===== src/sv/otsu_pkg.sv =====
package otsu_pkg;

	localparam int unsigned LEVELS           = 256;
	localparam int unsigned LEVEL_W          = 8;
	localparam logic [LEVEL_W-1:0] LAST_LEVEL = LEVEL_W'(LEVELS - 1);
	localparam int unsigned PIX_CNT_BITS_DEF = 22;
	localparam int unsigned MUL_DIGIT_W      = 8;
	localparam int unsigned QDEPTH           = 4;

	typedef struct packed {
		logic [LEVEL_W-1:0] pixel_value;
		logic               last_pixel;
	} pix_item_t;

	typedef struct packed {
		logic      valid;
		pix_item_t item;
	} q_head_t;

	typedef struct packed {
		logic               rd_en;
		logic [LEVEL_W-1:0] rd_addr;
		logic               done;
		logic [LEVEL_W-1:0] threshold;
	} srch_stat_t;

endpackage


===== src/sv/otsu_pix_if.sv =====
interface otsu_pix_if import otsu_pkg::*; ();
	logic               valid;
	logic               ready;
	logic [LEVEL_W-1:0] pixel_value;
	logic               last_pixel;

	modport source(output valid, output pixel_value, output last_pixel, input ready);
	modport sink(input valid, input pixel_value, input last_pixel, output ready);
endinterface


===== src/sv/otsu_front.sv =====
// Input side: takes pixel requests into a short queue for the histogram side.
module otsu_front import otsu_pkg::*; (
	input  logic       clk,
	input  logic       arst_n,
	otsu_pix_if.sink   pixels,
	input  logic       pop,
	output q_head_t    head
);

	localparam int unsigned PTR_W = $clog2(QDEPTH);

	pix_item_t        fifo_q [QDEPTH];
	logic [PTR_W-1:0] wr_ptr_q;
	logic [PTR_W-1:0] rd_ptr_q;
	logic [PTR_W:0]   cnt_q;
	logic             push;

	assign pixels.ready = cnt_q != (PTR_W+1)'(QDEPTH);
	assign push         = pixels.valid && pixels.ready;
	assign head.valid   = cnt_q != '0;
	assign head.item    = fifo_q[rd_ptr_q];

	always_ff @(posedge clk) begin
		if (push) begin
			fifo_q[wr_ptr_q] <= '{pixel_value: pixels.pixel_value, last_pixel: pixels.last_pixel};
		end
	end

	always_ff @(posedge clk or negedge arst_n) begin
		if (!arst_n) begin
			wr_ptr_q <= '0;
			rd_ptr_q <= '0;
			cnt_q    <= '0;
		end else begin
			if (push) begin
				wr_ptr_q <= wr_ptr_q + PTR_W'(1);
			end
			if (pop) begin
				rd_ptr_q <= rd_ptr_q + PTR_W'(1);
			end
			case ({push, pop})
				2'b10:   cnt_q <= cnt_q + (PTR_W+1)'(1);
				2'b01:   cnt_q <= cnt_q - (PTR_W+1)'(1);
				default: cnt_q <= cnt_q;
			endcase
		end
	end

endmodule


===== src/flat_wrapper.sv =====
// flat-port wrapper written by rule: the top's interface ports become plain ports
module otsu_front_flat import otsu_pkg::*;
  (clk, arst_n, pop, head, pixels_valid, pixels_pixel_value, pixels_last_pixel, pixels_ready);
  otsu_pix_if pixels_i ();
  input  logic clk;
  input  logic arst_n;
  input  logic pop;
  output q_head_t head;
  input wire logic [$bits(pixels_i.valid)-1:0] pixels_valid;
  input wire logic [$bits(pixels_i.pixel_value)-1:0] pixels_pixel_value;
  input wire logic [$bits(pixels_i.last_pixel)-1:0] pixels_last_pixel;
  output wire logic [$bits(pixels_i.ready)-1:0] pixels_ready;
  assign pixels_i.valid = pixels_valid;
  assign pixels_i.pixel_value = pixels_pixel_value;
  assign pixels_i.last_pixel = pixels_last_pixel;
  assign pixels_ready = pixels_i.ready;
  otsu_front u_core (.clk(clk), .arst_n(arst_n), .pixels(pixels_i), .pop(pop), .head(head));
endmodule

===== config.mk =====
export PLATFORM = sky130hd
export DESIGN_NAME = otsu_front_flat
export DESIGN_NICKNAME = d
export VERILOG_FILES = /design/src/sv/otsu_pkg.sv /design/src/sv/otsu_pix_if.sv /design/src/sv/otsu_front.sv /design/src/flat_wrapper.sv
export SDC_FILE = /design/constraint.sdc
export NUM_CORES = 1
export LEC_CHECK = 0
export ABC_AREA = 1
export BUFFER_PORTS_ARGS = -buffer_cell sky130_fd_sc_hd__buf_4
export CORE_MARGIN = 1
export CORE_UTILIZATION = 40
export DETAILED_ROUTE_END_ITERATION = 12
export PLACE_DENSITY = 0.71
export RECOVER_POWER = 25
export SLEW_MARGIN = 20
export SYNTH_ARGS = -nofsm -noshare
export SYNTH_HDL_FRONTEND = slang
export SYNTH_SLANG_ARGS = --single-unit

===== constraint.sdc =====
create_clock -name clk -period 3 [get_ports clk]
set_input_delay 0.3 -clock clk [delete_from_list [all_inputs] [get_ports clk]]
set_output_delay 0.3 -clock clk [all_outputs]
set_load 0.02 [all_outputs]

==> flow_summary.yaml <==
run_status:
  status: "complete, no violations"
final_layout:
  layout_common_cells: "nand2_1, edfxtp_1, inv_1, buf_4, o211ai_2"
  diodes: 0
  fillers: 410
  final_common_cell: "nand2_1"
  drive_gt1_share_pct: 22.40
  area_growth_pct: 14.80
  stdcell_area_mm2: 0.002222
  final_nets: 201
  final_core_utilization_pct: 49.33
timing:
  relSlewSlack_pct: 41.11
  hold_viol: 0
  timing.final.ws_setup_ns: 1.227
  finalSetupViolCount: 0
  post-route-min-period_ns: 1.773
  worst_pin_slew_ns: 0.8800
  post-route-period-util_pct: 59.08
  setup_tns_ns: 0
  skew_ns: 0.003574
  rsz0062_at_grt: "false"
  holdWs_ns: 0.2026
  fmax_mhz: 564.2
  slew_viol_final: 0
synthesis:
  ys_seq_area_share_pct: 64.90
  ys_types: 23
  synth-seq-cells: 43
  synth_top_area_share_pct: 55.85
  synth_cells: 155
  synth.avg_cell_area_um2: 12.49
  synth_fp_nets: 174
  ys_warn_count: 0
  ys.flop_type: "edfxtp_1"
  synth_edf_count: 36
  yosysTopAreaCell: "edfxtp_1"
  syn_area_mm2: 0.001936
  synth_area_leaders: "edfxtp_1, dfrtp_1, nand2_1"
  ys_async_sr_fraction_pct: 16.28
critical_path:
  arrival_ns: 1.47
  start_kind: "register"
  timing.rr.end: "u_core.cnt_q[2]"
  path_max_fanout: 38
  worstSetupPathType: "reg2out"
  cp.required_ns: 2.70
  r2r_start: "u_core.cnt_q[1]"
  regToRegSetupSlack_ns: 1.24
  end_kind: "primary output"
  worstRegToRegCells: 10
placement:
  place.gp.congestion: 0.7653
  post-dp-hpwl_mm: 2.110
  pre_cts_slack_ns: 1.224
  dpl_cell_area_mm2: 0.002126
  portBuffers: 23
grt:
  antenna_found_initial: 0
  grt_max_degree: 39
  grt_pass1_vias: 1096
  grt-ovfl-total: 0
  track_usage_pct: 14.06
  grt_pass1_wl_mm: 5.326
clock_tree:
  cts-root-buf: "clkbuf_8"
  clk-insertion-delay-late_ns: 0.29
  ctsResizeCount: 0
  cts_tree: "built"
  cts_sinks: 43
  cts_buffers: 5
  clk_pin_slew_worst_paths_ns: 0.08
  htree_levels: 2
  ctsLongestPathBuffers: 2
route:
  postRouteAntennaNets: 0
  dr.first_iter.drc_count: 69
  wl_per_cell_um: 13.23
  route.detailed.drc: 0
  drt-total-wl_mm: 3.109
  viasPerCell: 4.753
  dr.pass1.iters: 4
  vias: 1117
floorplan:
  die_y_um: 71.57
  fp.coreArea_mm2: 0.004504
  die_area_mm2: 0.005122
  rows: 24
  die_width_um: 71.57
  start_util_pct: 42.97
  ios: 24
job:
  max_cap_violations: 0
hold_path:
  min_to: "u_core.rd_ptr_q[0]"
  hold_path_class: "in2reg"
  hp-start: "pop"
  whs_path_depth: 2
power_and_ir_drop:
  p_leak_uw: 0.0009406
  p_per_area_mw_per_mm2: 1006
  vdd_drop_max_uv: 317.8
[cells by family (layout without fill, tap and decap cells)]
kind of cell	count (synthesis)	after routing	synth area share, %
compound gates	19	19	9.825
xor+xnor	3	3	1.746
fa+ha+maj	6	6	4.266
buf+inv	36	64	9.114
flops	43	43	64.90
simple gates	48	48	10.15
[metal layers]
metal  vias to the layer above  GRT usage [%]  routed length [um]
li1                        567              -                   -
met1                       524          18.40                1395
met2                        22          22.54                1559
met3                         4          3.938                 114
met4                         0          5.229                  40
met5                         -              0                   0
[synth_stat cells, types with 2 or more instances]
library cell,n
nand3_1,4
nor2_1,4
nand2_1,37
edfxtp_1,36
dfrtp_1,7
buf_6,2
o211ai_1,8
inv_2,2
o211ai_2,10
inv_1,28
ha_1,5
[registers in the layout, summed over array words and instances (netlist names)]
register	count
u_core.wr_ptr_q	2
u_core.fifo_q	36
u_core.cnt_q	3
u_core.rd_ptr_q	2
[metrics by stage]
step	instances	power, uW
after floorplan	155	1577
after global placement	226	1807
after detailed placement	226	1829
after CTS	235	2270
after global routing	235	2394
final	235	2235
[final cells by class]
type / count / area (um^2) / area share, %
inverters: 31 / 121.4 / 5.462
clock buffers: 5 / 68.82 / 3.097
well taps: 52 / 65.06 / 2.928
multi-input cells: 76 / 503.0 / 22.64
clock inverters: 3 / 43.79 / 1.971
repair buffers: 25 / 163.9 / 7.376
flip-flops and latches: 43 / 1256 / 56.53
[power breakdown]
part	switching (uW)	internal [uW]
combinational	559	343
sequential	88.2	803
clock	193	248
total	841	1390
[worst max-delay path, cell delays in order, from the launching register on]
cell and delay, ns:
dfrtp_1 0.33, buf_4 0.38, nand2_1 0.11, o211ai_1 0.11, nand2_1 0.08, buf_4 0.15
[worst max path at each step]
stage                             startpoint             endpoint  slack [ns]  depth (start not counted)
final                     u_core.rd_ptr_q[0]              head[8]        1.23                          5
after CTS                 u_core.rd_ptr_q[0]              head[8]        1.20                          5
after detailed placement  u_core.wr_ptr_q[0]  u_core.fifo_q[2][6]        1.22                          4
after global placement       u_core.cnt_q[0]  u_core.fifo_q[3][6]        1.27                          4
after global routing         u_core.cnt_q[1]      u_core.cnt_q[2]        1.05                         10
after floorplan              u_core.cnt_q[0]      u_core.cnt_q[2]        1.27                         10
[timing repair]
item                      in CTS  in global routing
hold endpoints to repair       7                  0
hold buffers                   1                  0
setup buffers                  0                  0
(Power assumes the default switching activity.)
